<file path="src/tba_pkg.sv">
// ----------------------------------------------------------------------------
// tba_pkg
// Shared widths, codes and controller/datapath interface types for the
// telemetry byte averager.
// ----------------------------------------------------------------------------
package tba_pkg;

    localparam int RAW_W      = 8;
    localparam int SIG_W      = 7;
    localparam int TMP_W      = 6;
    localparam int Q_W        = 16;
    localparam int CH_W       = 2;
    localparam int CFG_IDX_W  = 2;
    localparam int CFG_DATA_W = 7;
    localparam int SCALE_W    = 11;
    localparam int DEFAULT_LEN = 20;

    // byte classes
    localparam logic [RAW_W-1:0] SIG_LIMIT = 8'd128;
    localparam logic [RAW_W-1:0] TEMP_LO   = 8'd220;
    localparam logic [RAW_W-1:0] TEMP_HI   = 8'd249;
    localparam logic [RAW_W-1:0] TEMP_BIAS = 8'd213;

    // 32 degrees in q8.8
    localparam logic [Q_W-1:0] F_OFFSET = 16'd8192;

    // scale factors as shifts: 256, 640 = 512 + 128, 1152 = 1024 + 128
    localparam int SH_SIG = 8;
    localparam int SH_C   = 9;
    localparam int SH_F   = 10;
    localparam int SH_LOW = 7;

    localparam logic [CH_W-1:0] CH_SIGNAL     = 2'd0;
    localparam logic [CH_W-1:0] CH_CELSIUS    = 2'd1;
    localparam logic [CH_W-1:0] CH_FAHRENHEIT = 2'd2;

    localparam logic [CFG_IDX_W-1:0] REG_SIG_LEN = 2'd0;
    localparam logic [CFG_IDX_W-1:0] REG_TMP_LEN = 2'd1;
    localparam logic [CFG_IDX_W-1:0] REG_FAHR    = 2'd2;

    typedef struct packed {
        logic load;
        logic rd;
        logic upd;
        logic scale;
        logic div_start;
        logic out_load;
    } cmd_t;

    typedef struct packed {
        logic in_hit;
        logic div_done;
        logic out_free;
    } stat_t;

endpackage

</file>
<file path="src/telemetry_byte_averager_top.sv">
// ----------------------------------------------------------------------------
// telemetry_byte_averager_top
// Boxcar averaging of signal-level and temperature telemetry bytes.
// ----------------------------------------------------------------------------
// Bytes below 128 feed the signal average (channel 0); bytes 220..249 feed
// the temperature average, reported in Celsius (channel 1) or Fahrenheit
// (channel 2), all as unsigned q8.8. Other bytes are taken while idle and
// give no item. A byte that gives a result goes through the ring read, the
// sum update, the scaling and the divider start, then a restoring divider
// by the window length, one quotient bit per cycle, then a wait for the
// divider to finish, and is then loaded into the output register. The
// next byte can be taken in the cycle after that load, so one averaged
// byte is done before the next byte is taken.
// The next byte can be taken while that result still
// waits at the output. A result that is ready while the one before it still
// waits holds the block until the earlier one is taken. Rings are not
// cleared after reset or a length write: a fill count tracks which entries
// hold real samples, so no start-up pass is needed. Configuration is
// accepted in any cycle and must only be written while the block is idle.
// ----------------------------------------------------------------------------
module telemetry_byte_averager_top #(
    parameter int MAX_WINDOW = 64
) (
    input  logic                             clk,
    input  logic                             rst_n,
    input  logic                             in_valid,
    output logic                             in_ready,
    input  logic [tba_pkg::RAW_W-1:0]        raw_byte,
    output logic                             out_valid,
    input  logic                             out_ready,
    output logic [tba_pkg::CH_W-1:0]         channel,
    output logic [tba_pkg::Q_W-1:0]          average_q8,
    input  logic                             cfg_valid,
    output logic                             cfg_ready,
    input  logic [tba_pkg::CFG_IDX_W-1:0]    cfg_index,
    input  logic [tba_pkg::CFG_DATA_W-1:0]   cfg_data
);
    import tba_pkg::*;

    cmd_t  cmd;
    stat_t stat;

    assign cfg_ready = 1'b1;

    tba_ctrl u_ctrl (
        .clk      (clk),
        .rst_n    (rst_n),
        .in_valid (in_valid),
        .in_ready (in_ready),
        .stat     (stat),
        .cmd      (cmd)
    );

    tba_datapath #(
        .MAX_WINDOW (MAX_WINDOW)
    ) u_datapath (
        .clk        (clk),
        .rst_n      (rst_n),
        .raw_byte   (raw_byte),
        .cfg_valid  (cfg_valid),
        .cfg_index  (cfg_index),
        .cfg_data   (cfg_data),
        .out_ready  (out_ready),
        .out_valid  (out_valid),
        .channel    (channel),
        .average_q8 (average_q8),
        .cmd        (cmd),
        .stat       (stat)
    );

endmodule

</file>
<file path="src/tba_ram.sv">
// ----------------------------------------------------------------------------
// tba_ram
// Simple dual-port RAM, one write and one registered read port.
// ----------------------------------------------------------------------------
module tba_ram #(
    parameter int WIDTH = 8,
    parameter int DEPTH = 64
) (
    input  logic                     clk,
    input  logic                     we,
    input  logic [$clog2(DEPTH)-1:0] waddr,
    input  logic [WIDTH-1:0]         wdata,
    input  logic                     re,
    input  logic [$clog2(DEPTH)-1:0] raddr,
    output logic [WIDTH-1:0]         rdata
);

    logic [WIDTH-1:0] mem [DEPTH];
    logic [WIDTH-1:0] rdata_reg;

    always_ff @(posedge clk)
    begin
        if (we)
        begin
            mem[waddr] <= wdata;
        end
        if (re)
        begin
            rdata_reg <= mem[raddr];
        end
    end

    assign rdata = rdata_reg;

endmodule

</file>
<file path="src/tba_div.sv">
// ----------------------------------------------------------------------------
// tba_div
// Restoring divider, one quotient bit per cycle. The quotient is known to
// fit in Q_W bits, so only the low Q_W dividend bits are iterated.
// ----------------------------------------------------------------------------
module tba_div #(
    parameter int LEN_W = 7,
    parameter int DVD_W = 31
) (
    input  logic                     clk,
    input  logic                     rst_n,
    input  logic                     start,
    input  logic [DVD_W-1:0]         dividend,
    input  logic [LEN_W-1:0]         divisor,
    output logic [tba_pkg::Q_W-1:0]  quotient,
    output logic                     done
);
    import tba_pkg::*;

    localparam int CNT_W = $clog2(Q_W + 1);

    logic [LEN_W-1:0] rem_reg, rem_next;
    logic [Q_W-1:0]   quo_reg, quo_next;
    logic [CNT_W-1:0] cnt_reg, cnt_next;
    logic             done_reg, done_next;

    logic [LEN_W:0] trial;
    logic [LEN_W:0] diff;
    logic           ge;

    assign trial = {rem_reg, quo_reg[Q_W-1]};
    assign diff  = trial - {1'b0, divisor};
    assign ge    = (trial >= {1'b0, divisor});

    always_comb
    begin
        rem_next  = rem_reg;
        quo_next  = quo_reg;
        cnt_next  = cnt_reg;
        done_next = 1'b0;
        if (start)
        begin
            // upper part is below the divisor since the quotient fits
            rem_next = LEN_W'(dividend >> Q_W);
            quo_next = dividend[Q_W-1:0];
            cnt_next = CNT_W'(Q_W);
        end
        else if (cnt_reg != '0)
        begin
            rem_next  = ge ? diff[LEN_W-1:0] : trial[LEN_W-1:0];
            quo_next  = {quo_reg[Q_W-2:0], ge};
            cnt_next  = cnt_reg - 1'b1;
            done_next = (cnt_reg == CNT_W'(1));
        end
    end

    always_ff @(posedge clk or negedge rst_n)
    begin
        if (!rst_n)
        begin
            cnt_reg  <= '0;
            done_reg <= 1'b0;
        end
        else
        begin
            cnt_reg  <= cnt_next;
            done_reg <= done_next;
        end
    end

    always_ff @(posedge clk)
    begin
        rem_reg <= rem_next;
        quo_reg <= quo_next;
    end

    assign quotient = quo_reg;
    assign done     = done_reg;

endmodule

</file>
<file path="src/tba_ctrl.sv">
// ----------------------------------------------------------------------------
// tba_ctrl
// Sequencer: accept, ring read, sum update, scale, divide, hand off result.
// ----------------------------------------------------------------------------
module tba_ctrl (
    input  logic           clk,
    input  logic           rst_n,
    input  logic           in_valid,
    output logic           in_ready,
    input  tba_pkg::stat_t stat,
    output tba_pkg::cmd_t  cmd
);
    import tba_pkg::*;

    typedef enum logic [2:0] {
        S_IDLE,
        S_READ,
        S_UPDATE,
        S_SCALE,
        S_START,
        S_DIV,
        S_OUT
    } state_t;

    state_t state_reg, state_next;

    always_comb
    begin
        state_next = state_reg;
        cmd        = '0;
        in_ready   = 1'b0;
        unique case (state_reg)
            S_IDLE:
            begin
                in_ready = 1'b1;
                // bytes outside both classes are taken and dropped
                if (in_valid && stat.in_hit)
                begin
                    cmd.load   = 1'b1;
                    state_next = S_READ;
                end
            end
            S_READ:
            begin
                cmd.rd     = 1'b1;
                state_next = S_UPDATE;
            end
            S_UPDATE:
            begin
                cmd.upd    = 1'b1;
                state_next = S_SCALE;
            end
            S_SCALE:
            begin
                cmd.scale  = 1'b1;
                state_next = S_START;
            end
            S_START:
            begin
                cmd.div_start = 1'b1;
                state_next    = S_DIV;
            end
            S_DIV:
            begin
                if (stat.div_done)
                begin
                    state_next = S_OUT;
                end
            end
            S_OUT:
            begin
                if (stat.out_free)
                begin
                    cmd.out_load = 1'b1;
                    state_next   = S_IDLE;
                end
            end
            default:
            begin
                state_next = S_IDLE;
            end
        endcase
    end

    always_ff @(posedge clk or negedge rst_n)
    begin
        if (!rst_n)
        begin
            state_reg <= S_IDLE;
        end
        else
        begin
            state_reg <= state_next;
        end
    end

endmodule

</file>
<file path="src/tba_datapath.sv">
// ----------------------------------------------------------------------------
// tba_datapath
// Configuration registers, the two averagers (ring RAM, running sum, write
// position, fill count), scaling, divider and output register.
// ----------------------------------------------------------------------------
module tba_datapath #(
    parameter int MAX_WINDOW = 64
) (
    input  logic                             clk,
    input  logic                             rst_n,
    input  logic [tba_pkg::RAW_W-1:0]        raw_byte,
    input  logic                             cfg_valid,
    input  logic [tba_pkg::CFG_IDX_W-1:0]    cfg_index,
    input  logic [tba_pkg::CFG_DATA_W-1:0]   cfg_data,
    input  logic                             out_ready,
    output logic                             out_valid,
    output logic [tba_pkg::CH_W-1:0]         channel,
    output logic [tba_pkg::Q_W-1:0]          average_q8,
    input  tba_pkg::cmd_t                    cmd,
    output tba_pkg::stat_t                   stat
);
    import tba_pkg::*;

    localparam int LEN_W = $clog2(MAX_WINDOW + 1);
    localparam int POS_W = $clog2(MAX_WINDOW);
    localparam int SUM_W = SIG_W + LEN_W;
    localparam int DVD_W = SUM_W + SCALE_W;
    localparam int RESET_LEN = (MAX_WINDOW < DEFAULT_LEN) ? MAX_WINDOW : DEFAULT_LEN;

    // configuration
    logic [LEN_W-1:0] sig_len_reg, tmp_len_reg;
    logic             fahr_reg;
    logic [LEN_W-1:0] cfg_len;

    // averager state
    logic             sig_primed_reg, tmp_primed_reg;
    logic [POS_W-1:0] sig_pos_reg, tmp_pos_reg;
    logic [LEN_W-1:0] sig_fill_reg, tmp_fill_reg;
    logic [SUM_W-1:0] sig_sum_reg, tmp_sum_reg;
    logic [SIG_W-1:0] sig_prime_reg;
    logic [TMP_W-1:0] tmp_prime_reg;

    // item in flight
    logic [SIG_W-1:0] sample_reg;
    logic             is_temp_reg;
    logic [SUM_W-1:0] sum_new_reg;
    logic [DVD_W-1:0] dividend_reg;
    logic [CH_W-1:0]  chan_reg;

    // output register
    logic             out_valid_reg;
    logic [CH_W-1:0]  out_chan_reg;
    logic [Q_W-1:0]   out_avg_reg;

    logic             in_sig, in_temp;
    logic [RAW_W-1:0] temp_code;

    logic [SIG_W-1:0] sig_rdata;
    logic [TMP_W-1:0] tmp_rdata;

    logic [LEN_W-1:0] cur_len, cur_fill, cur_pos_ext, pos_inc, fill_next;
    logic [POS_W-1:0] cur_pos, pos_next;
    logic [SUM_W-1:0] cur_sum, push_sum, prime_sum, new_sum;
    logic             cur_primed;
    logic [SIG_W-1:0] cur_prime, cur_rdata, old_sample;

    logic [DVD_W-1:0] sum_ext, scaled;
    logic [Q_W-1:0]   quotient;
    logic             div_done;

    // ---------------- classification ----------------
    assign in_sig    = (raw_byte < SIG_LIMIT);
    assign in_temp   = (raw_byte >= TEMP_LO) && (raw_byte <= TEMP_HI);
    assign temp_code = raw_byte - TEMP_BIAS;

    // zero is stored as one, anything above the ring depth as the depth
    always_comb
    begin
        if (cfg_data == '0)
        begin
            cfg_len = LEN_W'(1);
        end
        else if (int'(cfg_data) > MAX_WINDOW)
        begin
            cfg_len = LEN_W'(MAX_WINDOW);
        end
        else
        begin
            cfg_len = LEN_W'(cfg_data);
        end
    end

    // ---------------- selected averager ----------------
    assign cur_len     = is_temp_reg ? tmp_len_reg : sig_len_reg;
    assign cur_fill    = is_temp_reg ? tmp_fill_reg : sig_fill_reg;
    assign cur_pos     = is_temp_reg ? tmp_pos_reg : sig_pos_reg;
    assign cur_sum     = is_temp_reg ? tmp_sum_reg : sig_sum_reg;
    assign cur_primed  = is_temp_reg ? tmp_primed_reg : sig_primed_reg;
    assign cur_prime   = is_temp_reg ? SIG_W'(tmp_prime_reg) : sig_prime_reg;
    assign cur_rdata   = is_temp_reg ? SIG_W'(tmp_rdata) : sig_rdata;
    assign cur_pos_ext = LEN_W'(cur_pos);

    // entries not written since priming are read as the priming sample
    assign old_sample = (cur_pos_ext < cur_fill) ? cur_rdata : cur_prime;
    assign push_sum   = cur_sum - SUM_W'(old_sample) + SUM_W'(sample_reg);
    assign prime_sum  = SUM_W'(sample_reg) * SUM_W'(cur_len);
    assign new_sum    = cur_primed ? push_sum : prime_sum;

    assign pos_inc   = cur_pos_ext + 1'b1;
    assign pos_next  = (pos_inc == cur_len) ? '0 : POS_W'(pos_inc);
    assign fill_next = (cur_pos_ext >= cur_fill) ? pos_inc : cur_fill;

    // ---------------- scaling ----------------
    assign sum_ext = DVD_W'(sum_new_reg);
    always_comb
    begin
        if (!is_temp_reg)
        begin
            scaled = sum_ext << SH_SIG;
        end
        else if (fahr_reg)
        begin
            scaled = (sum_ext << SH_F) + (sum_ext << SH_LOW);
        end
        else
        begin
            scaled = (sum_ext << SH_C) + (sum_ext << SH_LOW);
        end
    end

    // ---------------- control state ----------------
    always_ff @(posedge clk or negedge rst_n)
    begin
        if (!rst_n)
        begin
            sig_len_reg    <= LEN_W'(RESET_LEN);
            tmp_len_reg    <= LEN_W'(RESET_LEN);
            fahr_reg       <= 1'b0;
            sig_primed_reg <= 1'b0;
            tmp_primed_reg <= 1'b0;
            sig_pos_reg    <= '0;
            tmp_pos_reg    <= '0;
            sig_fill_reg   <= '0;
            tmp_fill_reg   <= '0;
            sig_sum_reg    <= '0;
            tmp_sum_reg    <= '0;
            out_valid_reg  <= 1'b0;
        end
        else
        begin
            if (cfg_valid)
            begin
                unique case (cfg_index)
                    REG_SIG_LEN:
                    begin
                        sig_len_reg    <= cfg_len;
                        sig_primed_reg <= 1'b0;
                    end
                    REG_TMP_LEN:
                    begin
                        tmp_len_reg    <= cfg_len;
                        tmp_primed_reg <= 1'b0;
                    end
                    REG_FAHR:
                    begin
                        fahr_reg <= cfg_data[0];
                    end
                    default:
                    begin
                    end
                endcase
            end
            else if (cmd.upd)
            begin
                if (is_temp_reg)
                begin
                    tmp_primed_reg <= 1'b1;
                    tmp_sum_reg    <= new_sum;
                    tmp_pos_reg    <= cur_primed ? pos_next : '0;
                    tmp_fill_reg   <= cur_primed ? fill_next : '0;
                end
                else
                begin
                    sig_primed_reg <= 1'b1;
                    sig_sum_reg    <= new_sum;
                    sig_pos_reg    <= cur_primed ? pos_next : '0;
                    sig_fill_reg   <= cur_primed ? fill_next : '0;
                end
            end

            if (cmd.out_load)
            begin
                out_valid_reg <= 1'b1;
            end
            else if (out_ready)
            begin
                out_valid_reg <= 1'b0;
            end
        end
    end

    // ---------------- payload registers ----------------
    always_ff @(posedge clk)
    begin
        if (cmd.load)
        begin
            is_temp_reg <= in_temp;
            sample_reg  <= in_temp ? temp_code[SIG_W-1:0] : raw_byte[SIG_W-1:0];
        end
        if (cmd.upd)
        begin
            sum_new_reg <= new_sum;
            if (!cur_primed)
            begin
                if (is_temp_reg)
                begin
                    tmp_prime_reg <= sample_reg[TMP_W-1:0];
                end
                else
                begin
                    sig_prime_reg <= sample_reg;
                end
            end
        end
        if (cmd.scale)
        begin
            dividend_reg <= scaled;
            if (!is_temp_reg)
            begin
                chan_reg <= CH_SIGNAL;
            end
            else
            begin
                chan_reg <= fahr_reg ? CH_FAHRENHEIT : CH_CELSIUS;
            end
        end
        if (cmd.out_load)
        begin
            out_chan_reg <= chan_reg;
            out_avg_reg  <= (chan_reg == CH_FAHRENHEIT) ? quotient + F_OFFSET : quotient;
        end
    end

    // ---------------- ring memories ----------------
    tba_ram #(
        .WIDTH (SIG_W),
        .DEPTH (MAX_WINDOW)
    ) u_sig_ring (
        .clk   (clk),
        .we    (cmd.upd && !is_temp_reg && sig_primed_reg),
        .waddr (sig_pos_reg),
        .wdata (sample_reg),
        .re    (cmd.rd),
        .raddr (sig_pos_reg),
        .rdata (sig_rdata)
    );

    tba_ram #(
        .WIDTH (TMP_W),
        .DEPTH (MAX_WINDOW)
    ) u_tmp_ring (
        .clk   (clk),
        .we    (cmd.upd && is_temp_reg && tmp_primed_reg),
        .waddr (tmp_pos_reg),
        .wdata (sample_reg[TMP_W-1:0]),
        .re    (cmd.rd),
        .raddr (tmp_pos_reg),
        .rdata (tmp_rdata)
    );

    // ---------------- divider ----------------
    tba_div #(
        .LEN_W (LEN_W),
        .DVD_W (DVD_W)
    ) u_div (
        .clk      (clk),
        .rst_n    (rst_n),
        .start    (cmd.div_start),
        .dividend (dividend_reg),
        .divisor  (cur_len),
        .quotient (quotient),
        .done     (div_done)
    );

    assign stat.in_hit   = in_sig || in_temp;
    assign stat.div_done = div_done;
    assign stat.out_free = !out_valid_reg || out_ready;

    assign out_valid  = out_valid_reg;
    assign channel    = out_chan_reg;
    assign average_q8 = out_avg_reg;

endmodule

</file>
<file path="config.mk">
export PLATFORM = sky130hd
export DESIGN_NAME = telemetry_byte_averager_top
export DESIGN_NICKNAME = d
export VERILOG_FILES = /design/src/tba_pkg.sv /design/src/telemetry_byte_averager_top.sv /design/src/tba_ram.sv /design/src/tba_div.sv /design/src/tba_ctrl.sv /design/src/tba_datapath.sv
export SDC_FILE = /design/constraint.sdc
export NUM_CORES = 1
export LEC_CHECK = 0
export CAP_MARGIN = 20
export CORE_MARGIN = 8
export CORE_UTILIZATION = 45
export CTS_CLUSTER_DIAMETER = 150
export CTS_CLUSTER_SIZE = 14
export DETAILED_ROUTE_END_ITERATION = 8
export DONT_BUFFER_PORTS = 1
export GPL_ROUTABILITY_DRIVEN = 1
export PLACE_DENSITY_LB_ADDON = 0.15
export SYNTH_ARGS = -nofsm -noshare
export SYNTH_HDL_FRONTEND = slang
export SYNTH_SLANG_ARGS = --single-unit
</file>
<file path="constraint.sdc">
create_clock -name clk -period 8.2 [get_ports clk]
set_input_delay 0.41 -clock clk [delete_from_list [all_inputs] [get_ports clk]]
set_output_delay 0.41 -clock clk [all_outputs]
set_load 0.03 [all_outputs]
</file>
# [Yosys cells after proc, flatten, opt, wreduce, memory -nomap -nowiden]
# Memories as Yosys holds them, arrays and structs flattened. A register that Yosys moved wholly into a read port is not among the register bits.
# Cells that the tools add are included.
[classes] n_addsub=9 mul=1 order_cmp=7 eq_ne=17 muxes=56 bitwise_logic=3 reduce_logical=28
[op_table] cell="two-way mux 7 bit" n=13
[op_table] cell="two-way mux 16 bit" n=3
[op_table] cell="adder 23 x 21 -> 23 bit" n=2
[op_table] cell="two-way mux 14 bit" n=2
[op_table] cell="two-way mux 1 bit" n=26
[op_table] cell="two-way mux 23 bit" n=1
[op_table] cell="two-way mux 22 bit" n=1
[op_table] cell="one-hot mux 3 bit (7 select lines)" n=1
[op_table] cell="AND reduction 3 bit" n=7
[op_table] cell="two-way mux 6 bit" n=3
[op_table] cell="adder 16 x 14 -> 16 bit (second input constant)" n=1
[op_table] cell="adder 14 x 7 -> 14 bit" n=1
[op_table] cell="multiplier 7 x 7 -> 14 bit" n=1
[op_table] cell="subtractor 14 x 7 -> 14 bit" n=1
[op_table] cell="two-way mux 5 bit" n=2
[op_table] cell="== test 3 bit (second input constant)" n=3
[op_table] cell="two-way mux 3 bit" n=3
[op_table] cell=">= comparator 8 x 7 -> 1 bit" n=1
[op_table] cell=">= comparator 8 bit (second input constant)" n=1
[op_table] cell="less-or-equal comparator 8 bit (second input constant)" n=1
[op_table] cell="< comparator 8 bit (second input constant)" n=1
[op_table] cell="inequality test 2 x 1 -> 1 bit (second input constant)" n=4
[op_table] cell="nonzero test 2 bit" n=4
[op_table] cell="adder 6 x 1 -> 7 bit (second input constant)" n=1
[op_table] cell="other kinds (23)" n=37
[totals] ff_bits=182 mem_bits_rw=832 inputBits=22 wordCells=150 n_memories=2
[memory_table] name="u_datapath.u_sig_ring.mem" depth=64 width=7 read_ports=1 rd_ports_with_merged_regs=1 wr=1 line="tba_ram.sv:18" source="logic [WIDTH-1:0] mem [DEPTH];"
[memory_table] name="u_datapath.u_tmp_ring.mem" depth=64 width=6 read_ports=1 rd_ports_with_merged_regs=1 wr=1 line="tba_ram.sv:18"

# [Longest topological paths before layout]
# Gate-level depths: netlist of the first run.
[logic_depth] depth_word=6 depth_mapped=26

# [Hierarchy]
# A second synthesis of the first run with hierarchy kept.
[unflattened] hier_cells=2763 hier_area_um2=45494.9
[modules_own_cells] mod="tba_ram (u_datapath.u_sig_ring)" n_inst=1 cells_each=827 area_per_inst_um2=17705.7 seq_area_each_um2=13663.1
[modules_own_cells] mod="tba_ram (u_datapath.u_tmp_ring)" n_inst=1 cells_each=720 area_per_inst_um2=15285.9 seq_area_each_um2=11711.2
[modules_own_cells] mod="tba_datapath" n_inst=1 cells_each=1031 area_per_inst_um2=10471.3 seq_area_each_um2=3998.8
[modules_own_cells] mod="tba_div" n_inst=1 cells_each=161 area_per_inst_um2=1809.2 seq_area_each_um2=840.8
[modules_own_cells] mod="tba_ctrl" n_inst=1 cells_each=22 area_per_inst_um2=211.5 seq_area_each_um2=75.1
[modules_own_cells] mod="telemetry_byte_averager_top" n_inst=1 cells_each=2 area_per_inst_um2=11.3 seq_area_each_um2=0.0

# [Worst setup path after synthesis of the first run]
# No wires, ideal clock.
[synth_path] path_kind="register to register" start="reg u_datapath.sample_reg[3]" end="reg u_datapath.sum_new_reg[13], data pin" setup_ns=0.269 t_arrival_ns=5.811 required_ns=7.931 slack_ns=2.119 stages_incl_launch_ff=15 n_path_buf=1 path_cell_list="edfxtp_1 inv_1 nor2_1 fa_1 fa_1 fa_1 ha_1 ha_1 clkbuf_1 and3_1 or2_2 and3_1 or4b_1 nand3_1 o21ai_0"
[synth_between] elab_chain_len=2
[synth_lines] item="start: declaration" line="tba_datapath.sv:44" source="logic [SIG_W-1:0] sample_reg;"
[synth_lines] item="start signal: assignment" line="tba_datapath.sv:208" source="sample_reg <= in_temp ? temp_code[SIG_W-1:0] : raw_byte[SIG_W-1:0];"
[synth_lines] item="multiplier 7 x 7 -> 14 bit / adder 14 x 7 -> 14 bit (equally long branches)" line="tba_datapath.sv:106, tba_datapath.sv:105"
[synth_lines] item="two-way mux 14 bit (*)" line="tba_datapath.sv:107" source="assign new_sum = cur_primed ? push_sum : prime_sum;"
[synth_lines] item="named net u_datapath.new_sum[13]" line="tba_datapath.sv:63" source="logic [SUM_W-1:0] cur_sum, push_sum, prime_sum, new_sum;"
[synth_lines] item="end signal: assignment" line="tba_datapath.sv:212" source="sum_new_reg <= new_sum;"
[synth_lines] item="end: declaration" line="tba_datapath.sv:46" source="logic [SUM_W-1:0] sum_new_reg;"
# Mark *: on every way through the listed nets, which the timed path passes. The rest lies on a longest branch.
# A chain may end at the register's enable or synchronous reset.

# [Worst setup path in the final report of the first run]
[layout_path] start="reg u_datapath.is_temp_reg" end="reg u_datapath.tmp_sum_reg[9]"
[layout_between] elab_chain_len=6
[layout_lines] item="start: declaration" line="tba_datapath.sv:45" source="logic is_temp_reg;"
[layout_lines] item="start signal: assignment" line="tba_datapath.sv:207" source="is_temp_reg <= in_temp;"
[layout_lines] item="two-way mux 6 bit / two-way mux 7 bit (equally long branches)" line="tba_datapath.sv:96, tba_datapath.sv:95"
[layout_lines] item="< comparator 6 x 7 -> 1 bit" line="tba_datapath.sv:104" source="assign old_sample = (cur_pos_ext < cur_fill) ? cur_rdata : cur_prime;"
[layout_lines] item="two-way mux 7 bit" line="tba_datapath.sv:104"
[layout_lines] item="subtractor 14 x 7 -> 14 bit" line="tba_datapath.sv:105" source="assign push_sum = cur_sum - SUM_W'(old_sample) + SUM_W'(sample_reg);"
[layout_lines] item="adder 14 x 7 -> 14 bit" line="tba_datapath.sv:105"
[layout_lines] item="two-way mux 14 bit (*)" line="tba_datapath.sv:107"
[layout_lines] item="named net u_datapath.new_sum[9]" line="tba_datapath.sv:63"
[layout_lines] item="end signal: assignment" line="tba_datapath.sv:178" source="tmp_sum_reg <= new_sum;"
[layout_lines] item="end: declaration" line="tba_datapath.sv:39" source="logic [SUM_W-1:0] sig_sum_reg, tmp_sum_reg;"
# Marks and branches as above.

==> results.md, run 1 <==
* Endpoint of the worst-slack reg-to-reg timing path: u_datapath.tmp_sum_reg[9]
* Number of slew-limit violations in the final report at 0
* Signal arrival time at the worst endpoint at 6570 ps
* Share of layout cells above drive strength 1 at 0.122
* CTS Root Cell: sky130_fd_sc_hd__clkbuf_16
* Unrepaired setup endpoints after global routing: false
* Number of fillers in the final layout at 8,461
* Overall die width at 334 um
* Actual transition at the worst max-transition pin at 1110 ps
* Dominant cell by count in the synthesized netlist: sky130_fd_sc_hd__edfxtp_1
* Pwr Density at 332 nW/um^2
* Leading register cell type out of synthesis: sky130_fd_sc_hd__edfxtp_1
* Register bank with the most flops: u_datapath.u_sig_ring.mem
* Lkg Pwr at 16.6 nW
* Rows at 116
* Register area share after synthesis at 0.664
* Maximum number of pins on one net before global-route repair at 92
* DR WL/cell at 26.7 um
* Reg2reg start: u_datapath.is_temp_reg
* Worst skew pair latency at 670 ps
* Synthesized instance count at 3,059
* Core Region at 100,000 um^2
* Antenna diode count at 0
* Total I/O pin count at 43
* WHS at 41.4 ps
* Register-to-register setup slack at 2150 ps
* Distinct cell type count after synthesis at 93
* Number of warning messages in the yosys log at 0
* Flop and latch count out of synthesis at 1,020
* Crit. Startpoint: u_datapath.is_temp_reg
* Worst setup skew after layout at 41.3 ps
* Post-synth top cells: 939 x sky130_fd_sc_hd__edfxtp_1, 271 x sky130_fd_sc_hd__nor2_1, 198 x sky130_fd_sc_hd__nand2_1
* DRC violation count after routing at 0
* Net count of the finished layout at 3,191
* Area share of the largest cell type after synthesis at 0.620
* Die span in y at 334 um
* RD Place Congestion at 0.870
* Synthesized net count at 3,205
* First-pass GRT wire length at 175,000 um
* Total Die Area at 112,000 um^2
* Crit start category: flip-flop
* Setup-failing EPs final at 0
* Post-DP HPWL at 73,400 um
* Type of element capturing the critical path: flip-flop
* Max Fanout on Critical Path at 35
* Remaining Overflow, GRT at 0
* DRC violation total after the first TritonRoute iteration at 2,812
* Final critical-path share of the clock period at 0.737
* Most area-hungry cell type in the Yosys netlist: sky130_fd_sc_hd__edfxtp_1
* H-tree depth reported by CTS at 3
* Initial standard-cell utilization of the core at 0.454
* VDD IR max at 0.000199 V
* Synth async-reset ratio at 0.0794
* TritonCTS Buffers at 82
* Post-route antenna net violation count at 0
* Cell depth of the worst hold path at 2
* Clock-pin slew on the worst setup and hold paths at 80 ps
* Buffer levels on the longest clock path at 3
* Average vias per placed instance at 6.11
* Routed WL at 116,000 um
* Final-report hold violation count at 0
* Normalized max-slew margin at 0.259
* Initial antenna violation count at 0
* Run status: finished, final reports clean
* TritonCTS clock tree: built
* Average cell area after synthesis at 14.9 um^2
* Top flop regs: u_datapath.u_sig_ring.mem x448, u_datapath.u_tmp_ring.mem x384
* Via count of the first global-routing pass at 26,781
* EDFF count, synth at 939
* Max FFs per register at 448
* R2R depth at 18
* Min Clock Period, post-route at 6050 ps
* Worst Setup Path Type: reg -> reg
* Total standard cell area after synthesis at 45,500 um^2
* Worst hold path type: in -> reg
* Number of clock sinks at 1,020
* CP Capture Point: u_datapath.tmp_sum_reg[9]
* CP required at 8730 ps
* Number of detailed-route iterations in the first pass at 6
* Max_cap viols at 0
* GRT Resource Usage Total at 0.205
* Synthesis-to-finish area growth at 8.00%
* Vias at 26,716
* Top area cells in the synthesized netlist: sky130_fd_sc_hd__edfxtp_1 62%, sky130_fd_sc_hd__mux4_2 4.6%, sky130_fd_sc_hd__dfrtp_1 4.2%, sky130_fd_sc_hd__mux2i_1 2.8%, sky130_fd_sc_hd__ha_1 2.5%
* Total negative setup slack at 0 ps
* # port buffers at 0
* Fmax at 165 MHz
## per-stage QoR
stage | util | cell area (um^2) | power (mW) | setup WS, ps | instances
finish | 0.491 | 49100 | 16.3 | 2150 | 4370
global route | 0.491 | 49100 | 17.1 | 1780 | 4370
CTS | 0.490 | 49100 | 16.3 | 2250 | 4368
detailed placement | 0.466 | 46600 | 12.7 | 2260 | 4239
global placement | 0.466 | 46600 | 12.6 | 2380 | 4239
floorplan | - | 45500 | 10.9 | 2120 | 3059
## routing by layer
layer  vias to the layer above  share of wire  GRT usage
met5                         -              0          0
met4                         0          0.025     0.0564
met3                       175          0.066     0.0307
met2                      1027           0.47      0.329
met1                     13737           0.44      0.291
li1                      11777              -          -
## final cells by class
cell class,instances,area [um^2],share of cell area
clock inverter,4,70.1,0.00143
multi-input combinational,1774,14000,0.285
tap,1298,1620,0.0331
timing repair buffer,72,608,0.0124
inverter,95,357,0.00726
sequential,1020,30300,0.616
clock buffer,107,2210,0.0450
## kinds of logic after synthesis
kind of cell,after synthesis,synth area share
flip-flops,1020,0.664
AND/OR/NAND/NOR,702,0.0710
AO/OA/AOI/OAI,588,0.0901
multiplexers,309,0.0964
buffers and inverters,265,0.0281
adder cells (fa/ha/maj),124,0.0397
XOR/XNOR,50,0.0101
other,1,0.0000824
## power breakdown
group | total [mW] | internal [mW] | switching [mW]
Clock | 3.67 | 1.88 | 1.79
Combinational | 6.00 | 2.33 | 3.68
Sequential | 6.63 | 6.21 | 0.416
Total | 16.3 | 10.4 | 5.88
## worst max-delay path, stage by stage, from the launching register on
cell and delay [ps]:
sky130_fd_sc_hd__edfxtp_1 940, sky130_fd_sc_hd__buf_4 550, sky130_fd_sc_hd__mux2i_1 340, sky130_fd_sc_hd__inv_1 110, sky130_fd_sc_hd__ha_1 190, sky130_fd_sc_hd__a21o_1 150, sky130_fd_sc_hd__a21oi_1 190, sky130_fd_sc_hd__inv_1 60
sky130_fd_sc_hd__o21ai_1 600, sky130_fd_sc_hd__mux4_2 430, sky130_fd_sc_hd__fa_1 540, sky130_fd_sc_hd__inv_1 70, sky130_fd_sc_hd__ha_1 300, sky130_fd_sc_hd__a211oi_1 290, sky130_fd_sc_hd__o21ai_0 240, sky130_fd_sc_hd__a32o_1 350
sky130_fd_sc_hd__nor3_1 190, sky130_fd_sc_hd__a211oi_1 100, sky130_fd_sc_hd__mux2_2 270
## cells in the final DEF, fill, tap and decap left out, types with 13 or more instances in the layout
master / n
sky130_fd_sc_hd__edfxtp_1: 939
sky130_fd_sc_hd__nor2_1: 269
sky130_fd_sc_hd__nand2_1: 198
sky130_fd_sc_hd__mux2i_1: 125
sky130_fd_sc_hd__a21oi_1: 114
sky130_fd_sc_hd__o21ai_0: 99
sky130_fd_sc_hd__inv_1: 93
sky130_fd_sc_hd__mux4_2: 92
sky130_fd_sc_hd__ha_1: 90
sky130_fd_sc_hd__clkbuf_16: 85
sky130_fd_sc_hd__mux2_2: 84
sky130_fd_sc_hd__dfrtp_1: 71
sky130_fd_sc_hd__a22oi_1: 56
sky130_fd_sc_hd__a221oi_1: 53
sky130_fd_sc_hd__buf_4: 52
sky130_fd_sc_hd__nand3_1: 39
sky130_fd_sc_hd__o22ai_1: 35
sky130_fd_sc_hd__fa_1: 34
sky130_fd_sc_hd__xnor2_1: 32
sky130_fd_sc_hd__nor2b_1: 26
sky130_fd_sc_hd__a22o_1: 26
sky130_fd_sc_hd__nor3_1: 25
sky130_fd_sc_hd__nand4_1: 22
sky130_fd_sc_hd__clkbuf_1: 22
sky130_fd_sc_hd__a21o_1: 17
sky130_fd_sc_hd__o211ai_1: 17
sky130_fd_sc_hd__dlygate4sd3_1: 17
sky130_fd_sc_hd__xor2_1: 16
sky130_fd_sc_hd__and2_1: 15
sky130_fd_sc_hd__o21a_1: 15
sky130_fd_sc_hd__a211oi_1: 15
sky130_fd_sc_hd__a31oi_1: 14
sky130_fd_sc_hd__nand2b_1: 14
sky130_fd_sc_hd__or3_1: 13
## worst min-delay path by stage
stage | start | endpoint | slack, ps
5_1_grt | cfg_valid | u_datapath.sig_pos_reg[1] | 50
2_1_floorplan | rst_n | u_ctrl.state_reg[0] | 110
6_report | cfg_valid | u_datapath.sig_pos_reg[1] | 40
4_1_cts | raw_byte[7] | u_ctrl.state_reg[0] | 10
3_3_place_gp | rst_n | u_datapath.u_div.cnt_reg[3] | 120
3_5_place_dp | rst_n | u_datapath.fahr_reg | 120
## timing repair
item | 4_1_cts | 5_1_grt
gates resized for setup | 0 | 0
hold buffers | 18 | 0
setup buffers | 0 | 0
endpoints found under the hold margin | 102 | 0
Note: power is estimated with default switching activity, not from simulation.
==> run 2, diff against run 1 <==
clock period = 5.7 ns   (was 8.2 ns; I/O delays follow)
==> results.md, run 2 (synthesis gave the netlist of run 1 again) <==
* Actual transition at the worst max-transition pin at 1130 ps
* Minimum setup slack in the final design at 225 ps
* CP required at 6200 ps
* Number of clock sinks at 1,020
* Most frequent standard cell in the layout excluding fill and tap cells: sky130_fd_sc_hd__edfxtp_1
* Setup-failing EPs final at 0
* TritonCTS Buffers at 82
* Post-route antenna net violation count at 0
* Final standard cell count with taps included and fillers excluded at 4,404
* Delay of the slowest cell on the worst path at 940 ps
* Pwr Density at 476 nW/um^2
* Final-report hold violation count at 0
* VDD IR max at 0.000337 V
* Finished Cell Area at 49,500 um^2
* Initial standard-cell utilization of the core at 0.454
* Maximum number of pins on one net before global-route repair at 121
* Worst hold path type: in -> reg
* Buffer levels on the longest clock path at 3
* Rows at 116
* Area of placed instances at 47,000 um^2
* WHS at 105 ps
* Net count of the finished layout at 3,225
* Max Fanout on Critical Path at 7
* Antenna diode count at 0
* Synthesis-to-finish area growth at 8.80%
* Initial antenna violation count at 4
* DR WL/cell at 26.6 um
* Vias at 26,728
* Total Die Area at 112,000 um^2
* Share of layout cells above drive strength 1 at 0.133
* Master of the slowest instance on the critical path: sky130_fd_sc_hd__edfxtp_1
* GRT Resource Usage Total at 0.206
* Overall die width at 334 um
* DRC violation total after the first TritonRoute iteration at 2,671
* Max FFs per register at 448
* Max_cap viols at 0
* Setup slack after placement at 252 ps
* TritonCTS clock tree: built
* Footprint of the multi-input gates at 14,100 um^2
* Final standard cell utilization of the core at 0.494
* Worst skew pair latency at 670 ps
* CTS Root Cell: sky130_fd_sc_hd__clkbuf_16
* Core Region at 100,000 um^2
* Top flop regs: u_datapath.u_sig_ring.mem x448, u_datapath.u_tmp_ring.mem x384
* First-pass GRT wire length at 175,000 um
* Crit start category: flip-flop
* Number of slew-limit violations in the final report at 0
* # port buffers at 0
* H-tree depth reported by CTS at 3
* Normalized max-slew margin at 0.247
* Die span in y at 334 um
* Register bank with the most flops: u_datapath.u_sig_ring.mem
* Fmax at 183 MHz
* Remaining Overflow, GRT at 0
* FF/Latch Area at 30,300 um^2
* Via count of the first global-routing pass at 26,516
* RD Place Congestion at 0.887
* Inst Count DP at 4,264
* Overall power at 23.6 mW
* Lkg Pwr at 16.8 nW
* DRC violation count after routing at 0
* Number of fillers in the final layout at 8,468
* Final critical-path share of the clock period at 0.961
* Unrepaired setup endpoints after global routing: false
* Clock-pin slew on the worst setup and hold paths at 80 ps
* Routed WL at 117,000 um
* Signal arrival time at the worst endpoint at 5980 ps
* Total I/O pin count at 43
* Commonest cells after routing, fill and taps aside: 939 x sky130_fd_sc_hd__edfxtp_1, 267 x sky130_fd_sc_hd__nor2_1, 198 x sky130_fd_sc_hd__nand2_1, 125 x sky130_fd_sc_hd__mux2i_1, 114 x sky130_fd_sc_hd__a21oi_1
* Worst Setup Path Type: reg -> reg
* Chain of cells forming the critical path: inv_1 -> nor2_1 -> fa_1 -> ha_1 -> inv_1 -> fa_1 -> fa_1 -> inv_1 -> ha_1 -> o21a_1 -> a21oi_1 -> a21oi_1 -> o311ai_0 -> nand3_2 -> o21ai_1
* Type of element capturing the critical path: flip-flop
* Post-DP HPWL at 73,900 um
* Total negative setup slack at 0 ps
* Number of detailed-route iterations in the first pass at 6
* Average vias per placed instance at 6.07
* Run status: finished, final reports clean
* Min Clock Period, post-route at 5480 ps
* Worst setup skew after layout at 39.6 ps
run 2: changes by cell type in the layout (fill, tap and decap cells not counted), sizes merged:
cell and delta:
buf +27, dlygate4sd3 +8, clkbuf -3, clkinv -1
inv +3
run 2: path summary, 6_finish.rpt:
kind	slack, ps	cells after the start	to	from
setup / recovery	220	15	u_datapath.sum_new_reg[13]	u_datapath.sample_reg[1]
hold / removal	100	4	u_datapath.sig_pos_reg[3]	cfg_valid
setup reg to reg	220	15	u_datapath.sum_new_reg[13]	u_datapath.sample_reg[1]
hold reg to reg	440	0	u_datapath.average_q8[1]	u_datapath.u_div.quotient[1]
max in group asynchronous	5090	2	u_datapath.tmp_sum_reg[3]	rst_n
min in group asynchronous	160	2	u_datapath.fahr_reg	rst_n
run 2: layout make-up:
type | instances | share of cell area
multi-input combinational | 1774 | 0.284
tap | 1298 | 0.0328
timing repair buffer | 106 | 0.0192
clock inverter | 6 | 0.00134
inverter | 95 | 0.00720
sequential | 1020 | 0.611
clock buffer | 105 | 0.0441
run 2: power breakdown:
group          switching [mW]  total [mW]  internal (mW)
logic                    5.51        8.95           3.44
registers               0.443        9.38           8.94
clock network            2.55        5.22           2.67
run 2: routing by layer:
layer	up-vias	GRT usage	part of all wire
met4	2	0.0551	0.024
li1	11849	-	-
met3	174	0.0317	0.070
met2	1051	0.324	0.46
met1	13652	0.300	0.45
met5	-	0	0.00014
run 2: worst max-delay path: cells and delay by family, from the launching register on:
family	cells	cell delay (ps)
adders and majority gates	5	1900
and+or+nand+nor	2	370
AOI/OAI and AO/OA	5	1510
DFF	1	940
buffers and inverters	3	580
run 2: timing repair:
action / CTS / global route
setup endpoints to repair: 0 / 18
hold buffers: 26 / 0
buffers inserted: 0 / 2
hold endpoints to repair: 107 / 0
resized for setup: 0 / 1
==> run 3, diff against run 2 <==
PLACE_DENSITY = 0.61   (was unset)
PLACE_DENSITY_LB_ADDON = unset   (was 0.15)
==> results.md, run 3 (synthesis gave the netlist of run 1 again) <==
* Final-report hold violation count at 0
* Post-DP HPWL at 72,600 um
* Max_cap viols at 0
* Number of fillers in the final layout at 8,398
* CTS Root Cell: sky130_fd_sc_hd__clkbuf_16
* Signal arrival time at the worst endpoint at 5770 ps
* Run status: finished, final reports clean
* Total Die Area at 112,000 um^2
* Share of layout cells above drive strength 1 at 0.129
* Lkg Pwr at 16.7 nW
* Maximum number of pins on one net before global-route repair at 118
* Total I/O pin count at 43
* Number of clock sinks at 1,020
* Unrepaired setup endpoints after global routing: false
* Routed WL at 115,000 um
* Final standard cell count with taps included and fillers excluded at 4,403
* Die span in y at 334 um
* H-tree depth reported by CTS at 3
* Via count of the first global-routing pass at 26,792
* Register bank with the most flops: u_datapath.u_sig_ring.mem
* Register-to-register setup slack at 470 ps
* Max Fanout on Critical Path at 34
* Net count of the finished layout at 3,213
* Antenna diode count at 0
* Post-route antenna net violation count at 0
* R2R depth at 15
* Clock-pin slew on the worst setup and hold paths at 70 ps
* Most frequent standard cell in the layout excluding fill and tap cells: sky130_fd_sc_hd__edfxtp_1
* Synthesis-to-finish area growth at 8.69%
* Endpoint of the worst-slack reg-to-reg timing path: u_datapath.sum_new_reg[13]
* Commonest cells after routing, fill and taps aside: 939 x sky130_fd_sc_hd__edfxtp_1, 268 x sky130_fd_sc_hd__nor2_1, 198 x sky130_fd_sc_hd__nand2_1, 125 x sky130_fd_sc_hd__mux2i_1, 114 x sky130_fd_sc_hd__a21oi_1
* DRC violation count after routing at 0
* Top flop regs: u_datapath.u_sig_ring.mem x448, u_datapath.u_tmp_ring.mem x384
* TritonCTS Buffers at 82
* Actual transition at the worst max-transition pin at 1110 ps
* First-pass GRT wire length at 173,000 um
* Final critical-path share of the clock period at 0.918
* Overall die width at 334 um
* Average vias per placed instance at 6.11
* Min Clock Period, post-route at 5230 ps
* Number of detailed-route iterations in the first pass at 8
* DRC violation total after the first TritonRoute iteration at 2,883
* Pwr Density at 477 nW/um^2
* Source of the worst hold timing path: raw_byte[3]
* CP required at 6230 ps
* Vias at 26,901
* GRT Resource Usage Total at 0.201
* Post-CTS Setup Bufs at 0
* VDD IR max at 0.000313 V
* RD Place Congestion at 0.884
* Cell depth of the worst hold path at 2
* Reg2reg start: u_datapath.is_temp_reg
* Number of slew-limit violations in the final report at 0
* Normalized max-slew margin at 0.262
* Remaining Overflow, GRT at 0
* Minimum setup slack in the final design at 468 ps
* Rows at 116
* Final standard cell utilization of the core at 0.494
* Core Region at 100,000 um^2
* Initial antenna violation count at 4
* Worst setup skew after layout at 33.9 ps
* Inst Count DP at 4,257
* Type of element capturing the critical path: flip-flop
* End point of the most critical hold path: u_datapath.sample_reg[5]
* # port buffers at 0
* Setup-failing EPs final at 0
* Initial standard-cell utilization of the core at 0.454
* DR WL/cell at 26.0 um
* Buffer levels on the longest clock path at 3
* Fmax at 191 MHz
* Worst hold path type: in -> reg
* Setup slack after placement at 456 ps
* Max FFs per register at 448
* Worst skew pair latency at 680 ps
* Crit start category: flip-flop
* TritonCTS clock tree: built
* Worst Setup Path Type: reg -> reg
run 3: repair_timing:
item                      CTS  global route
gates resized for setup     0             0
hold endpoints to repair  109             0
hold buffers               23             0
run 3: how the worst max path moves through the flow:
stage,start,endpoint,depth (start not counted)
6_report,u_datapath.is_temp_reg,u_datapath.sum_new_reg[13],15
5_1_grt,u_datapath.is_temp_reg,u_datapath.sum_new_reg[10],17
4_1_cts,u_datapath.is_temp_reg,u_datapath.sum_new_reg[10],18
3_5_place_dp,u_datapath.is_temp_reg,u_datapath.sum_new_reg[10],18
3_3_place_gp,u_datapath.is_temp_reg,u_datapath.sum_new_reg[13],15
2_1_floorplan,u_datapath.sample_reg[2],u_datapath.sum_new_reg[13],14
run 3: worst max-delay path, stage by stage, from the launching register on:
cell and delay (ps):
sky130_fd_sc_hd__edfxtp_1 400, sky130_fd_sc_hd__buf_12 250, sky130_fd_sc_hd__mux2_2 400, sky130_fd_sc_hd__inv_1 210, sky130_fd_sc_hd__nor2_1 100, sky130_fd_sc_hd__fa_1 590
sky130_fd_sc_hd__fa_2 460, sky130_fd_sc_hd__fa_1 530, sky130_fd_sc_hd__ha_2 270, sky130_fd_sc_hd__ha_1 420, sky130_fd_sc_hd__and3_4 210, sky130_fd_sc_hd__or2_4 230
sky130_fd_sc_hd__and3_4 180, sky130_fd_sc_hd__o311ai_0 580, sky130_fd_sc_hd__nand3_2 130, sky130_fd_sc_hd__o21ai_1 140
run 3: metal layers:
layer,share of wire,track usage,vias up,wire length [um]
met2,0.47,0.318,1159,53400
met4,0.037,0.0766,0,4290
met1,0.43,0.284,13693,48700
met3,0.072,0.0271,218,8200
met5,0,0,-,0
li1,-,-,11831,-
run 3: area by class of cell:
class | instances | area (um^2) | share of cell area
clock inverters | 7 | 118 | 0.00238
clock buffers | 115 | 2200 | 0.0444
multi-input cells | 1774 | 14100 | 0.285
flip-flops and latches | 1020 | 30300 | 0.612
well taps | 1298 | 1620 | 0.0328
inverters | 95 | 357 | 0.00721
repair buffers | 94 | 826 | 0.0167
run 3: per-stage QoR:
step                setup TNS [ps]  hold slack [ps]  area, um^2  total power [mW]
finish                           0             51.0       49400              23.6
global route                     0             33.7       49400              24.7
CTS                              0             17.0       49400              23.7
detailed placement               0            -6.99       46900              18.3
global placement                 0            -4.28       46900              18.1
floorplan                    -1460            -10.6       45600              15.8
run 3: power breakdown:
group,internal (mW),switching [mW],total (mW)
sequential,8.94,0.447,9.39
clock,2.69,2.61,5.30
combinational,3.42,5.47,8.89
